$ cat config.mk
export PLATFORM = sky130hd
export DESIGN_NAME = utf8_to_utf16_transcoder
export DESIGN_NICKNAME = d
export VERILOG_FILES = /design/src/design/u2u_pkg.sv /design/src/design/u2u_front.sv /design/src/design/u2u_queue.sv /design/src/design/u2u_back.sv /design/src/design/utf8_to_utf16_transcoder.sv
export VERILOG_INCLUDE_DIRS = /design/src /design/src/design
export SDC_FILE = /design/constraint.sdc
export NUM_CORES = 1
export LEC_CHECK = 0
export BUFFER_PORTS_ARGS = -buffer_cell sky130_fd_sc_hd__buf_4
export CORE_UTILIZATION = 50
export DETAILED_ROUTE_END_ITERATION = 16
export MAX_ROUTING_LAYER = met4
export PLACE_DENSITY = 0.67
export SETUP_SLACK_MARGIN = 0.1
export SYNTH_ARGS = -nofsm -noshare
export SYNTH_HDL_FRONTEND = slang
export SYNTH_SLANG_ARGS = --single-unit
$ cat constraint.sdc
create_clock -name clk -period 5.3 [get_ports clk]
set_input_delay 0.265 -clock clk [delete_from_list [all_inputs] [get_ports clk]]
set_output_delay 0.265 -clock clk [all_outputs]
set_load 0.1 [all_outputs]
$ cat src/design/assert_macros.svh
// ---------------------------------------------------------------------------
// Assertion macros
// Shared concurrent assertion forms for the transcoder RTL.
// ---------------------------------------------------------------------------
`ifndef ASSERT_MACROS_SVH
`define ASSERT_MACROS_SVH

// Same-cycle implication, sampled on clk, off while in reset
`define U2U_ASSERT_NOW(label, ante, cons, msg) \
  label: assert property (@(posedge clk) disable iff (!rst_n) (ante) |-> (cons)) \
    else $error(msg);

// Next-cycle implication, sampled on clk, off while in reset
`define U2U_ASSERT_NEXT(label, ante, cons, msg) \
  label: assert property (@(posedge clk) disable iff (!rst_n) (ante) |=> (cons)) \
    else $error(msg);

`endif

$ cat src/design/u2u_pkg.sv
// ---------------------------------------------------------------------------
// u2u_pkg
// Types, constants and the byte classifier shared by the transcoder modules.
// ---------------------------------------------------------------------------
package u2u_pkg;

  // Input beat: one UTF-8 byte and the end-of-string flag
  typedef struct packed {
    logic [7:0] in_byte;
    logic       end_of_string;
  } u2u_in_t;

  // Output beat: one UTF-16 code unit
  typedef struct packed {
    logic [15:0] code_unit;
    logic        last_unit;
  } u2u_out_t;

  // Byte class; lead codes equal the sequence length
  typedef enum logic [2:0] {
    CLS_CONT    = 3'd0,
    CLS_ASCII   = 3'd1,
    CLS_LEAD2   = 3'd2,
    CLS_LEAD3   = 3'd3,
    CLS_LEAD4   = 3'd4,
    CLS_INVALID = 3'd5
  } u2u_class_t;

  // Work for the back end: leading '?' units, up to two decoded units,
  // trailing '?' units, and the total count
  typedef struct packed {
    logic [1:0]  q_pre;
    logic [1:0]  main_cnt;
    logic [15:0] main0;
    logic [15:0] main1;
    logic [1:0]  q_post;
    logic [2:0]  total;
    logic        eos;
  } u2u_desc_t;

  localparam logic [15:0] UNIT_QMARK     = 16'h003F;
  localparam logic [15:0] HIGH_SURR_BASE = 16'hD800;
  localparam logic [15:0] LOW_SURR_BASE  = 16'hDC00;
  localparam logic [20:0] SUPP_BASE      = 21'h10000;

  // Class from the top five bits of a byte
  function automatic u2u_class_t u2u_classify(input logic [7:0] b);
    u2u_class_t c;
    case (b[7:3]) inside
      [5'd0:5'd15]:  c = CLS_ASCII;
      [5'd16:5'd23]: c = CLS_CONT;
      [5'd24:5'd27]: c = CLS_LEAD2;
      [5'd28:5'd29]: c = CLS_LEAD3;
      5'd30:         c = CLS_LEAD4;
      default:       c = CLS_INVALID;
    endcase
    return c;
  endfunction

endpackage

$ cat src/design/u2u_front.sv
// ---------------------------------------------------------------------------
// u2u_front
// Accepts bytes, tracks the pending sequence and issues one work
// descriptor per byte that yields any code units.
// ---------------------------------------------------------------------------
`include "assert_macros.svh"

module u2u_front (
  input  logic               clk,
  input  logic               rst_n,
  input  logic               in_valid,
  output logic               in_ready,
  input  u2u_pkg::u2u_in_t   in_data,
  output logic               push,
  output u2u_pkg::u2u_desc_t push_data,
  input  logic               q_ready
);
  import u2u_pkg::*;

  logic [2:0]  seq_len_r, seq_len_nxt;
  logic [1:0]  held_r, held_nxt;
  logic [20:0] point_r, point_nxt;

  u2u_class_t  cls;
  logic [7:0]  b;
  logic        fresh;
  logic        accept;
  logic [20:0] acc_point;
  logic [20:0] supp_off;
  u2u_desc_t   desc;

  assign in_ready = q_ready;
  assign accept   = in_valid && in_ready;

  // Classify the byte and work out its units and the next state
  always_comb begin
    b         = in_data.in_byte;
    cls       = u2u_classify(b);
    acc_point = {point_r[14:0], b[5:0]};
    supp_off  = acc_point - SUPP_BASE;

    seq_len_nxt = seq_len_r;
    held_nxt    = held_r;
    point_nxt   = point_r;
    desc        = '0;
    desc.eos    = in_data.end_of_string;
    fresh       = 1'b1;

    if (seq_len_r != 3'd0) begin
      if (cls == CLS_CONT) begin
        fresh = 1'b0;
        if (({1'b0, held_r} + 3'd1) >= seq_len_r) begin
          // sequence complete: one unit or a surrogate pair
          if (acc_point[20:16] != 5'd0) begin
            desc.main_cnt = 2'd2;
            desc.main0    = HIGH_SURR_BASE + {5'b0, supp_off[20:10]};
            desc.main1    = LOW_SURR_BASE + {6'b0, supp_off[9:0]};
          end else begin
            desc.main_cnt = 2'd1;
            desc.main0    = acc_point[15:0];
          end
          seq_len_nxt = 3'd0;
          held_nxt    = 2'd0;
          point_nxt   = '0;
        end else begin
          held_nxt  = held_r + 2'd1;
          point_nxt = acc_point;
        end
      end else begin
        // broken sequence: one '?' per held byte, then decode anew
        desc.q_pre  = held_r;
        seq_len_nxt = 3'd0;
        held_nxt    = 2'd0;
        point_nxt   = '0;
      end
    end

    if (fresh) begin
      case (cls)
        CLS_ASCII: begin
          desc.main_cnt = 2'd1;
          desc.main0    = {8'h00, b};
        end
        CLS_LEAD2: begin
          seq_len_nxt = cls;
          held_nxt    = 2'd1;
          point_nxt   = {16'b0, b[4:0]};
        end
        CLS_LEAD3: begin
          seq_len_nxt = cls;
          held_nxt    = 2'd1;
          point_nxt   = {17'b0, b[3:0]};
        end
        CLS_LEAD4: begin
          seq_len_nxt = cls;
          held_nxt    = 2'd1;
          point_nxt   = {18'b0, b[2:0]};
        end
        default: begin
          // stray continuation or invalid lead
          desc.main_cnt = 2'd1;
          desc.main0    = UNIT_QMARK;
        end
      endcase
    end

    // end of string: flush a truncated sequence
    if (in_data.end_of_string && (seq_len_nxt != 3'd0)) begin
      desc.q_post = held_nxt;
      seq_len_nxt = 3'd0;
      held_nxt    = 2'd0;
      point_nxt   = '0;
    end

    desc.total = {1'b0, desc.q_pre} + {1'b0, desc.main_cnt} + {1'b0, desc.q_post};
  end

  assign push      = accept && (desc.total != 3'd0);
  assign push_data = desc;

  // Sequence state
  always_ff @(posedge clk) begin
    if (!rst_n) begin
      seq_len_r <= 3'd0;
      held_r    <= 2'd0;
      point_r   <= '0;
    end else if (accept) begin
      seq_len_r <= seq_len_nxt;
      held_r    <= held_nxt;
      point_r   <= point_nxt;
    end
  end

  `U2U_ASSERT_NOW(a_held_in_range, seq_len_r != 3'd0,
    (held_r != 2'd0) && ({1'b0, held_r} < seq_len_r), "held count out of range")
  `U2U_ASSERT_NEXT(a_eos_clears, accept && in_data.end_of_string,
    (seq_len_r == 3'd0) && (held_r == 2'd0), "state not cleared after end of string")
  `U2U_ASSERT_NOW(a_eos_yields, accept && in_data.end_of_string,
    push, "end of string gave no unit")

endmodule

$ cat src/design/u2u_queue.sv
// ---------------------------------------------------------------------------
// u2u_queue
// Small FIFO of work descriptors between the front and back ends.
// ---------------------------------------------------------------------------
`include "assert_macros.svh"

module u2u_queue #(
  parameter int DEPTH = 4
) (
  input  logic               clk,
  input  logic               rst_n,
  input  logic               push,
  input  u2u_pkg::u2u_desc_t push_data,
  output logic               q_ready,
  input  logic               pop,
  output logic               q_valid,
  output u2u_pkg::u2u_desc_t head
);
  import u2u_pkg::*;

  localparam int AW = (DEPTH > 1) ? $clog2(DEPTH) : 1;
  localparam int CW = $clog2(DEPTH + 1);

  u2u_desc_t      mem_r [DEPTH];
  logic [AW-1:0]  wr_ptr_r, rd_ptr_r;
  logic [CW-1:0]  count_r;
  logic           do_push, do_pop;

  assign q_ready = (count_r != CW'(DEPTH));
  assign q_valid = (count_r != '0);
  assign head    = mem_r[rd_ptr_r];
  assign do_push = push && q_ready;
  assign do_pop  = pop && q_valid;

  // Storage
  always_ff @(posedge clk) begin
    if (do_push) begin
      mem_r[wr_ptr_r] <= push_data;
    end
  end

  // Pointers and fill count
  always_ff @(posedge clk) begin
    if (!rst_n) begin
      wr_ptr_r <= '0;
      rd_ptr_r <= '0;
      count_r  <= '0;
    end else begin
      if (do_push) begin
        wr_ptr_r <= (wr_ptr_r == AW'(DEPTH - 1)) ? '0 : wr_ptr_r + AW'(1);
      end
      if (do_pop) begin
        rd_ptr_r <= (rd_ptr_r == AW'(DEPTH - 1)) ? '0 : rd_ptr_r + AW'(1);
      end
      if (do_push && !do_pop) begin
        count_r <= count_r + CW'(1);
      end else if (do_pop && !do_push) begin
        count_r <= count_r - CW'(1);
      end
    end
  end

  `U2U_ASSERT_NOW(a_no_push_full, push, q_ready, "push into full queue")
  `U2U_ASSERT_NOW(a_no_pop_empty, pop, q_valid, "pop from empty queue")

endmodule

$ cat src/design/u2u_back.sv
// ---------------------------------------------------------------------------
// u2u_back
// Expands each descriptor into code units and loads them into the output
// register, one per cycle while that register is empty or being taken.
// ---------------------------------------------------------------------------
`include "assert_macros.svh"

module u2u_back (
  input  logic               clk,
  input  logic               rst_n,
  input  logic               q_valid,
  input  u2u_pkg::u2u_desc_t head,
  output logic               pop,
  output logic               out_valid,
  input  logic               out_ready,
  output u2u_pkg::u2u_out_t  out_data
);
  import u2u_pkg::*;

  logic [1:0]  k_r;
  logic        out_valid_r;
  u2u_out_t    out_data_r;

  logic [2:0]  k_ext;
  logic [2:0]  main_end;
  logic [2:0]  main_idx;
  logic        last_of_desc;
  logic        load;
  logic [15:0] unit;

  assign k_ext        = {1'b0, k_r};
  assign main_end     = {1'b0, head.q_pre} + {1'b0, head.main_cnt};
  assign main_idx     = k_ext - {1'b0, head.q_pre};
  assign last_of_desc = (k_ext == (head.total - 3'd1));
  assign load         = q_valid && (!out_valid_r || out_ready);
  assign pop          = load && last_of_desc;

  // Select the unit at the current position of the descriptor
  always_comb begin
    if (k_ext < {1'b0, head.q_pre}) begin
      unit = UNIT_QMARK;
    end else if (k_ext < main_end) begin
      unit = (main_idx == 3'd0) ? head.main0 : head.main1;
    end else begin
      unit = UNIT_QMARK;
    end
  end

  // Position counter and output register
  always_ff @(posedge clk) begin
    if (!rst_n) begin
      k_r         <= 2'd0;
      out_valid_r <= 1'b0;
    end else if (load) begin
      out_valid_r <= 1'b1;
      k_r         <= last_of_desc ? 2'd0 : k_r + 2'd1;
    end else if (out_ready) begin
      out_valid_r <= 1'b0;
    end
  end

  always_ff @(posedge clk) begin
    if (load) begin
      out_data_r.code_unit <= unit;
      out_data_r.last_unit <= head.eos && last_of_desc;
    end
  end

  assign out_valid = out_valid_r;
  assign out_data  = out_data_r;

  `U2U_ASSERT_NOW(a_pos_in_desc, q_valid, k_ext < head.total, "position beyond descriptor")

endmodule

$ cat src/design/utf8_to_utf16_transcoder.sv
// ---------------------------------------------------------------------------
// utf8_to_utf16_transcoder
// UTF-8 byte stream in, UTF-16 code units out.
// ---------------------------------------------------------------------------
// Input channel in_*: one UTF-8 byte per beat, with end_of_string on the
// final byte of a string. Output channel out_*: one UTF-16 code unit per
// beat, last_unit set on the final unit of a string. Both are valid/ready.
// Undecodable bytes come out as '?' (0x003F), one per byte.
// Path: a byte completing a unit is written into the descriptor queue when
// it is accepted; the back end then loads that unit into the output register,
// where out_valid rises, once that register is empty or being taken.
// Throughput: one byte per cycle while each byte yields at most one unit;
// the back end emits one unit per cycle while the receiver is ready, so
// a byte yielding several units (up to four) holds it for each in turn. A
// queue of QUEUE_DEPTH descriptors takes up the difference; in_ready drops
// only when it is full. When the receiver stalls, the output register holds
// its beat and the queue keeps filling; bytes that yield nothing are always
// taken while the queue has room. Reset (rst_n low, synchronous) clears any
// pending sequence, empties the queue and drops out_valid.
// ---------------------------------------------------------------------------
module utf8_to_utf16_transcoder #(
  parameter int QUEUE_DEPTH = 4
) (
  input  logic              clk,
  input  logic              rst_n,
  input  logic              in_valid,
  output logic              in_ready,
  input  u2u_pkg::u2u_in_t  in_data,
  output logic              out_valid,
  input  logic              out_ready,
  output u2u_pkg::u2u_out_t out_data
);
  import u2u_pkg::*;

  logic      push, q_ready, q_valid, pop;
  u2u_desc_t push_data, head;

  // Front end: classify and track sequences
  u2u_front u_front (
    .clk       (clk),
    .rst_n     (rst_n),
    .in_valid  (in_valid),
    .in_ready  (in_ready),
    .in_data   (in_data),
    .push      (push),
    .push_data (push_data),
    .q_ready   (q_ready)
  );

  // Descriptor queue
  u2u_queue #(
    .DEPTH (QUEUE_DEPTH)
  ) u_queue (
    .clk       (clk),
    .rst_n     (rst_n),
    .push      (push),
    .push_data (push_data),
    .q_ready   (q_ready),
    .pop       (pop),
    .q_valid   (q_valid),
    .head      (head)
  );

  // Back end: emit units
  u2u_back u_back (
    .clk       (clk),
    .rst_n     (rst_n),
    .q_valid   (q_valid),
    .head      (head),
    .pop       (pop),
    .out_valid (out_valid),
    .out_ready (out_ready),
    .out_data  (out_data)
  );

endmodule

==> results.md, run 1 <==
- Core Rows: 46
- Starting DRT DRC Count: 528
- Status: finished, final reports clean
- I/O Pins: 32
- Leading cell type in the layout, fill and taps excluded: edfxtp_1
- Die Y: 129 um
- Hold crit path type: input port to flip-flop
- Gr usage total: 0.211
- R2r startpoint: u_front.held_r[0]
- Hold_ws: 0.121 ns
- Layout Nets: 607
- Commonest non-fill, non-tap cells in the layout: edfxtp_1 (157), nand2_1 (59), buf_4 (42)
- DR pass1 iterations: 5
- Required @ worst endpoint: 5.65 ns
- GPL Wtd Cong: 0.873
- H-tree depth: 4
- Synth Instances: 537
- CTS Buffer Depth: 2
- Cell Chain, Critical Path: ha_1 -> ha_1 -> nand2_1 -> o21ai_2 -> nand2b_1 -> nor2_1 -> buf_4 -> inv_1 -> fa_1 -> inv_1 -> ha_1 -> xnor2_1 -> nor3_1 -> nor2_2 -> ha_1 -> inv_1 -> fa_1 -> xor2_1 -> or3_1 -> a21boi_0
- MaxCap Viol Count: 0
- Critical path buffer and inverter count: 4
- Final ANT Viol Nets: 0
- Tcrit/Tclk final: 0.894
- Number of global-route vias before repair: 4518
- Yosys warns: 0
- Cell Area, Synth: 0.00808 sq mm
- DP HPWL: 10000 um
- Startpoint Class: flip-flop
- RSZ-0062 raised after global routing: false
- Placeable core area: 0.0158 sq mm
- Cell Area, Placed: 0.00853 sq mm
- Critical path class: flip-flop to flip-flop
- Slew HR: 0.467
- Fin cells: 800
- Die W: 129 um
- Global-route wire length before repair: 24800 um
- Die ar.: 0.0167 sq mm
- Layout cell share with drive strength beyond 1: 0.205
- Via/cell ratio: 5.72
- CTS buffer count: 17
- Critical Path Source: u_front.held_r[0]
- Clock Tree Root: clkbuf_16
- Total number of vias: 4578
- Final Hold Vio Count: 0
- Leakage: 3.09 nW
- Synth Flop Type: edfxtp_1
- Minimum clock period: 4.74 ns
- Sequential-to-total area share from yosys stat: 0.663
- Final count of negative-setup-slack endpoints: 0
- Peak supply drop: 0.000310 V
- Setup TNS: 0 ns
- DRC viols: 0
- Worst-Margin Slew: 0.800 ns
- DR WL/cell: 19.4 um
- Max incr delay on CP: 0.48 ns
- Dpl cells: 770
- Grt ovf: 0
- Post-Syn Nets: 571
- Initial antenna violation count: 0
- Reg clk slew, reported paths: 0.07 ns
- Final Cell Area: 0.00911 sq mm
- Area Growth Syn to Fin: 12.8%
- Effective utilization at floorplan: 0.510
- Crit Path Max Fanout: 14
- Hold buffers post-CTS: 0
- Total wire length: 15600 um
- Power per Cell Area: 511 mW/mm^2
- Fmax: 0.211 GHz
- Antenna diodes: 0
- CTS tree: yes
- CP endpoint kind: flip-flop
- Start point of the worst hold path: out_ready
- Final Max Tran Viols: 0
- CP arrival: 5.08 ns
- Cell family with most CP delay: adder cells
- Synth unique cells: 50
- Worst-Skew Late Latency: 0.42 ns
- Largest net degree at the start of global routing: 43
- Crit path top cell by count: ha_1
- Synth Register Bits: 189
- Async SR Flop Fraction: 0
- Clk sinks: 189
- Clock Skews: 0.00777 ns
- Post-synth EDFFs: 157
- Critical Path Slowest Stage Cell: fa_1
- Syn avg cell area: 15.0 sq um
- Port buffer count: 31
-- worst reg2reg max path, stage by stage (launching register included) --
cell and delay, ns:
dfxtp_1 0.35, ha_1 0.34, ha_1 0.29, nand2_1 0.08, o21ai_2 0.31, nand2b_1 0.12, nor2_1 0.10, buf_4 0.18
inv_1 0.07, fa_1 0.48, inv_1 0.04, ha_1 0.20, xnor2_1 0.34, nor3_1 0.10, nor2_2 0.25, ha_1 0.24
inv_1 0.07, fa_1 0.43, xor2_1 0.18, or3_1 0.31, a21boi_0 0.18
-- timing repair --
| action | 4_1_cts | 5_1_grt |
|---|---|---|
| setup endpoints to repair | 0 | 1 |
| resized for setup | 0 | 1 |
| buffers inserted | 0 | 0 |
-- synthesized netlist by cell type, drive strengths merged (3+ instances only) --
| library cell | instances | area (sq um) |
|---|---|---|
| edfxtp | 157 | 4710 |
| nand2 | 59 | 221 |
| mux4 | 35 | 788 |
| dfxtp | 32 | 641 |
| nor2 | 30 | 115 |
| a21oi | 24 | 120 |
| nor2b | 23 | 144 |
| inv | 20 | 75.1 |
| buf | 17 | 106 |
| ha | 17 | 213 |
| and2 | 16 | 100 |
| a22oi | 11 | 82.6 |
| nand3 | 11 | 55.1 |
| a32oi | 9 | 78.8 |
| o21ai | 9 | 52.6 |
| clkbuf | 8 | 30.0 |
| nor3 | 7 | 35.0 |
| o221a | 6 | 67.6 |
| xnor2 | 6 | 60.1 |
| fa | 4 | 80.1 |
| xor2 | 4 | 35.0 |
| a21boi | 3 | 22.5 |
| a31oi | 3 | 18.8 |
| mux2i | 3 | 30.0 |
-- cells by family after synthesis --
kind of cell,after synthesis,synth area share
compound gates,77,0.0663
xor+xnor,10,0.0118
fa+ha+maj,21,0.0362
buf+inv,45,0.0262
flops,189,0.663
mux,38,0.101
simple gates,157,0.0954
-- cell type report --
type | instances | area, sq um
Timing Repair Buffer | 42 | 315
Tap cell | 216 | 270
Fill cell | 1237 | 6710
Clock inverter | 11 | 146
Multi-Input combinational cell | 303 | 2520
Inverter | 20 | 75.1
Sequential cell | 189 | 5360
Clock buffer | 19 | 433
-- report_power, final --
part	internal (W)	switching (W)	total, W
registers	0.00184	0.0000894	0.00193
logic	0.000439	0.00104	0.00148
clock network	0.000736	0.000523	0.00126
total	0.00301	0.00165	0.00466
-- per-stage QoR --
step / total power (W) / setup slack (ns) / utilization
after floorplan: 0.00309 / 0.885 / -
after global placement: 0.00341 / 0.681 / 0.539
after detailed placement: 0.00346 / 0.417 / 0.539
after CTS: 0.00470 / 0.413 / 0.576
after global routing: 0.00487 / 0.235 / 0.576
final: 0.00466 / 0.564 / 0.576
-- path summary, 6_finish.rpt --
path,to,slack (ns),depth (start not counted)
max,u_queue.count_r[2],0.56,20
min,u_back.out_valid,0.12,4
max reg2reg,u_queue.count_r[2],0.56,20
min reg2reg,u_back.out_valid,0.49,2
-- state kept, by name, indices dropped and copies added, names as in the netlist, named ones only --
name / count
u_back.out_data: 17
u_queue.mem_r: 140
u_front.held_r: 2
u_back.k_r: 2
u_queue.rd_ptr_r: 2
u_front.point_r: 15
u_front.seq_len_r: 3
u_queue.wr_ptr_r: 2
u_queue.count_r: 3
u_back.out_valid: 1
-- routing by layer --
metal | global-route usage | vias to the layer above | wire (um)
met4 | 0.0623 | 0 | 193
met5 | - | - | 0
met2 | 0.327 | 126 | 7530
li1 | - | 2110 | -
met1 | 0.279 | 2328 | 7110
met3 | 0.0504 | 14 | 723
No activity file was read; power rests on OpenSTA's default activity.
==> run 2: changes to the inputs <==
--- a/config.mk
+++ b/config.mk
@@ -7,11 +7,12 @@
 export NUM_CORES = 1
 export LEC_CHECK = 0
 export BUFFER_PORTS_ARGS = -buffer_cell sky130_fd_sc_hd__buf_4
-export CORE_UTILIZATION = 50
+export CORE_UTILIZATION = 56
 export DETAILED_ROUTE_END_ITERATION = 16
 export MAX_ROUTING_LAYER = met4
-export PLACE_DENSITY = 0.67
+export PLACE_DENSITY = 0.73
 export SETUP_SLACK_MARGIN = 0.1
 export SYNTH_ARGS = -nofsm -noshare
 export SYNTH_HDL_FRONTEND = slang
+export SYNTH_HIERARCHICAL = 1
 export SYNTH_SLANG_ARGS = --single-unit
==> results.md, run 2 <==
- Crit Path Max Fanout: 6
- Setup TNS: 0 ns
- Die W: 128 um
- Clock Skews: 0.0193 ns
- Critical Path Slowest Stage Cell: fa_1
- Cell Area, Synth: 0.00889 sq mm
- Largest Register: u_queue/mem_r
- Syn avg cell area: 15.9 sq um
- Worst-Margin Slew: 0.989 ns
- Gr usage total: 0.228
- Cell Chain, Critical Path: ha_1 -> ha_1 -> nand2_1 -> o21ai_2 -> nand2_1 -> nor2_1 -> fa_1 -> ha_1 -> xor2_1 -> nor3_1 -> nor2_1 -> and2_4 -> ha_1 -> inv_1 -> fa_1 -> xor2_1 -> or3_2 -> a21boi_0
- CP arrival: 5.21 ns
- DR WL/cell: 21.0 um
- CTS Buffer Depth: 3
- Leading cell type in the layout, fill and taps excluded: edfxtp_1
- Cell Area, Placed: 0.00932 sq mm
- Effective utilization at floorplan: 0.578
- DP HPWL: 10800 um
- Global-route wire length before repair: 27000 um
- Initial antenna violation count: 0
- Core Rows: 45
- DRC viols: 0
- Port buffer count: 31
- H-tree depth: 1
- Required @ worst endpoint: 5.72 ns
- # resized after CTS: 0
- Clock Tree Root: clkbuf_16
- Antenna diodes: 0
- Slew HR: 0.340
- Starting DRT DRC Count: 405
- Status: finished, final reports clean
- CTS tree: yes
- Minimum clock period: 4.79 ns
- Number of global-route vias before repair: 4901
- Post-CTS Setup Bufs: 0
- Placeable core area: 0.0154 sq mm
- Area Growth Syn to Fin: 13.5%
- Hold crit path type: input port to flip-flop
- Critical path buffer and inverter count: 1
- Synth Instances: 558
- Crit path top cell by count: ha_1
- Die ar.: 0.0164 sq mm
- Post-Syn Nets: 592
- Yosys warns: 6
- Final Max Tran Viols: 0
- Layout Nets: 627
- Final ANT Viol Nets: 0
- Final count of negative-setup-slack endpoints: 0
- Via/cell ratio: 5.91
- Max reg flops: 160
- Peak supply drop: 0.000297 V
- GPL Wtd Cong: 0.902
- Critical path class: flip-flop to flip-flop
- Tcrit/Tclk final: 0.903
- Total number of vias: 4844
- Final Cell Area: 0.0101 sq mm
- Max incr delay on CP: 0.48 ns
- Cell family with most CP delay: adder cells
- Layout cell share with drive strength beyond 1: 0.250
- DR pass1 iterations: 6
- CTS buffer count: 22
- Clk sinks: 209
- Hold buffers post-CTS: 0
- Reg clk slew, reported paths: 0.06 ns
- CP endpoint kind: flip-flop
- Power per Cell Area: 519 mW/mm^2
- Worst-Skew Late Latency: 0.51 ns
- Die Y: 128 um
- Largest net degree at the start of global routing: 29
- RSZ-0062 raised after global routing: false
- I/O Pins: 32
- Fmax: 0.209 GHz
- Grt ovf: 0
- Total wire length: 17200 um
- Leakage: 3.56 nW
- MaxCap Viol Count: 0
- Startpoint Class: flip-flop
- Commonest non-fill, non-tap cells in the layout: edfxtp_1 (177), nand2_1 (58), mux4_2 (40)
- Final Hold Vio Count: 0
-- run 2: changes by cell type in the layout (fill, tap and decap cells not counted), moves of 5 or more --
cell,change
a22oi_1,-10
and2_1,-5
edfxtp_1,+20
clkbuf_16,+5
nor2b_1,-18
a22o_1,+13
mux4_2,+5
buf_4,-6
a32oi_1,-8
-- run 2: routing by layer --
metal,GRT usage,share of wire,vias to the layer above
li1,-,-,2208
met2,0.363,0.49,125
met1,0.310,0.44,2486
met4,0.0547,0.014,0
met5,-,0,-
met3,0.0371,0.059,25
-- run 2: per-stage QoR --
| stage | hold WS [ns] | utilization | total power, W | cells | setup slack, ns |
|---|---|---|---|---|---|
| finish | 0.0181 | 0.656 | 0.00524 | 820 | 0.513 |
| global route | 0.0207 | 0.656 | 0.00543 | 820 | 0.140 |
| CTS | 0.00744 | 0.656 | 0.00527 | 820 | 0.532 |
| detailed placement | 0.490 | 0.606 | 0.00366 | 780 | 0.548 |
| global placement | 0.487 | 0.606 | 0.00362 | 780 | 0.766 |
| floorplan | 0.383 | - | 0.00331 | 558 | 0.793 |
-- run 2: path summary, 6_finish.rpt --
| path | from | end | slack [ns] | cells past startpoint |
|---|---|---|---|---|
| max | u_front/held_r[0] | u_queue/count_r[2] | 0.51 | 18 |
| min | in_data[3] | u_front/point_r[2] | 0.02 | 2 |
| max reg2reg | u_front/held_r[0] | u_queue/count_r[2] | 0.51 | 18 |
| min reg2reg | u_queue/wr_ptr_r[1] | u_queue/wr_ptr_r[1] | 0.51 | 2 |
-- run 2: report_power, final --
group | total, W | switching [W] | internal [W] | leakage [nW]
Sequential | 0.00213 | 0.0000768 | 0.00206 | 2.00
Clock | 0.00161 | 0.000606 | 0.00101 | 0.375
Combinational | 0.00149 | 0.00108 | 0.000414 | 1.19
Total | 0.00524 | 0.00176 | 0.00348 | 3.56
-- run 2: final cells by class --
cell class | instances | area [sq um]
sequential | 209 | 5960
fill | 1070 | 5280
multi-input combinational | 303 | 2680
clock buffer | 24 | 558
timing repair buffer | 40 | 350
tap | 211 | 264
clock inverter | 16 | 213
inverter | 17 | 63.8
==> run 3: changes to the inputs <==
--- a/config.mk
+++ b/config.mk
@@ -6,7 +6,7 @@
 export SDC_FILE = /design/constraint.sdc
 export NUM_CORES = 1
 export LEC_CHECK = 0
-export BUFFER_PORTS_ARGS = -buffer_cell sky130_fd_sc_hd__buf_4
+export BUFFER_PORTS_ARGS = -buffer_cell sky130_fd_sc_hd__buf_2
 export CORE_UTILIZATION = 56
 export DETAILED_ROUTE_END_ITERATION = 16
 export MAX_ROUTING_LAYER = met4
==> results.md, run 3 (synthesized netlist as in run 2, its figures left out) <==
- Reg clk slew, reported paths: 0.06 ns
- Total wire length: 16800 um
- Total number of vias: 4804
- Layout Nets: 626
- Power per Cell Area: 512 mW/mm^2
- MaxCap Viol Count: 0
- Final count of negative-setup-slack endpoints: 0
- Crit path top cell by count: ha_1
- DR WL/cell: 20.5 um
- Clk sinks: 209
- CTS buffer count: 22
- DRC viols: 0
- Clock Tree Root: clkbuf_16
- CTS tree: yes
- Die ar.: 0.0164 sq mm
- Worst-Skew Late Latency: 0.49 ns
- Pre-CTS WS: 0.568 ns
- Max reg flops: 160
- Area Growth Syn to Fin: 11.6%
- H-tree depth: 1
- Antenna diodes: 0
- Starting DRT DRC Count: 408
- DR pass1 iterations: 5
- Number of global-route vias before repair: 4905
- Status: finished, final reports clean
- Fmax: 0.209 GHz
- Tcrit/Tclk final: 0.905
- I/O Pins: 32
- GPL Wtd Cong: 0.861
- Die W: 128 um
- Required @ worst endpoint: 5.72 ns
- Post-CTS Setup Bufs: 0
- R2r startpoint: u_front/held_r[0]
- # resized after CTS: 0
- Final Max Tran Viols: 0
- Critical path class: flip-flop to flip-flop
- CP arrival: 5.21 ns
- Setup ws final: 0.504 ns
- Leading cell type in the layout, fill and taps excluded: edfxtp_1
- FF-to-FF setup slack: 0.50 ns
- Leakage: 3.50 nW
- Crit Path Max Fanout: 6
- Slew HR: 0.322
- Min-Delay Path Depth: 2
- Worst-Margin Slew: 1.02 ns
- Gr usage total: 0.222
- Max incr delay on CP: 0.49 ns
- Peak supply drop: 0.000323 V
- Placeable core area: 0.0154 sq mm
- Hold crit path type: input port to flip-flop
- Core Rows: 45
- Largest Register: u_queue/mem_r
- Hold buffers post-CTS: 0
- CTS Buffer Depth: 3
- Reg-to-Reg End: u_queue/count_r[2]
- Initial antenna violation count: 0
- Global-route wire length before repair: 26500 um
- Final Hold Vio Count: 0
- WHS Endpoint: u_front/point_r[2]
- Startpoint Class: flip-flop
- Via/cell ratio: 5.87
- Fillers: 1088
- Port buffer count: 31
- Final Core Density: 0.645
- Commonest non-fill, non-tap cells in the layout: edfxtp_1 (177), nand2_1 (58), mux4_2 (40)
- Layout cell share with drive strength beyond 1: 0.248
- RSZ-0062 raised after global routing: false
- Cell Chain, Critical Path: ha_1 -> ha_1 -> nand2_1 -> o21ai_2 -> nand2_1 -> nor2_1 -> fa_1 -> ha_1 -> xor2_1 -> nor3_1 -> nor2_1 -> and2_4 -> ha_1 -> inv_1 -> fa_1 -> xor2_1 -> or3_2 -> a21boi_0
- Effective utilization at floorplan: 0.578
- Final ANT Viol Nets: 0
- Start point of the worst hold path: in_data[3]
- Critical Path Slowest Stage Cell: fa_1
- Minimum clock period: 4.80 ns
- DP HPWL: 10300 um
- R2R cell count: 18
- Clock Skews: 0.0113 ns
- Die Y: 128 um
- Largest net degree at the start of global routing: 41
- Setup TNS: 0 ns
- CP endpoint kind: flip-flop
- Grt ovf: 0
[run 3: metrics by stage]
step | power [W] | cells | instance area, sq um | hold WS (ns)
after floorplan | 0.00331 | 558 | 8890 | 0.383
after global placement | 0.00356 | 779 | 9180 | 0.489
after detailed placement | 0.00360 | 779 | 9180 | 0.484
after CTS | 0.00512 | 819 | 9920 | 0.0537
after global routing | 0.00529 | 819 | 9920 | 0.0711
final | 0.00508 | 819 | 9920 | 0.0643
[run 3: layer usage]
| layer | wire length [um] | part of all wire | global-route usage | up-vias |
|---|---|---|---|---|
| li1 | - | - | - | 2212 |
| met1 | 7470 | 0.44 | 0.305 | 2418 |
| met2 | 8180 | 0.49 | 0.356 | 150 |
| met3 | 892 | 0.053 | 0.0263 | 24 |
| met4 | 250 | 0.015 | 0.0595 | 0 |
| met5 | 0 | 0 | - | - |
[run 3: worst max-delay path by stage]
stage          depth (start not counted)  slack, ns                 end         startpoint
2_1_floorplan                         19       0.79  u_queue/count_r[2]  u_front/held_r[0]
3_3_place_gp                          18       0.77  u_queue/count_r[2]  u_front/held_r[0]
3_5_place_dp                          18       0.57  u_queue/count_r[2]  u_front/held_r[0]
4_1_cts                               18       0.48  u_queue/count_r[2]  u_front/held_r[0]
5_1_grt                               18       0.18  u_queue/count_r[2]  u_front/held_r[0]
6_report                              18       0.50  u_queue/count_r[2]  u_front/held_r[0]
[run 3: worst max-delay path, delay by kind of cell, from the launching register on]
family / cells / cell delay [ns]
xor gates and xnor gates: 2 / 0.49
AOI/OAI and AO/OA: 2 / 0.45
buffers and inverters: 1 / 0.08
adders and majority gates: 6 / 1.93
and+or+nand+nor: 7 / 1.45
DFF: 1 / 0.35
[run 3: layout make-up]
cell class                 count  area [sq um]  area share
inverter                      17          63.8     0.00643
tap                          211           264      0.0266
sequential                   209          5960       0.601
timing repair buffer          39           215      0.0217
clock inverter                11           108      0.0108
clock buffer                  29           628      0.0633
multi-input combinational    303          2680       0.270
[run 3: power by group]
group / internal, W / switching, W
Clock: 0.000931 / 0.000594
Sequential: 0.00206 / 0.0000877
Combinational: 0.000357 / 0.00105
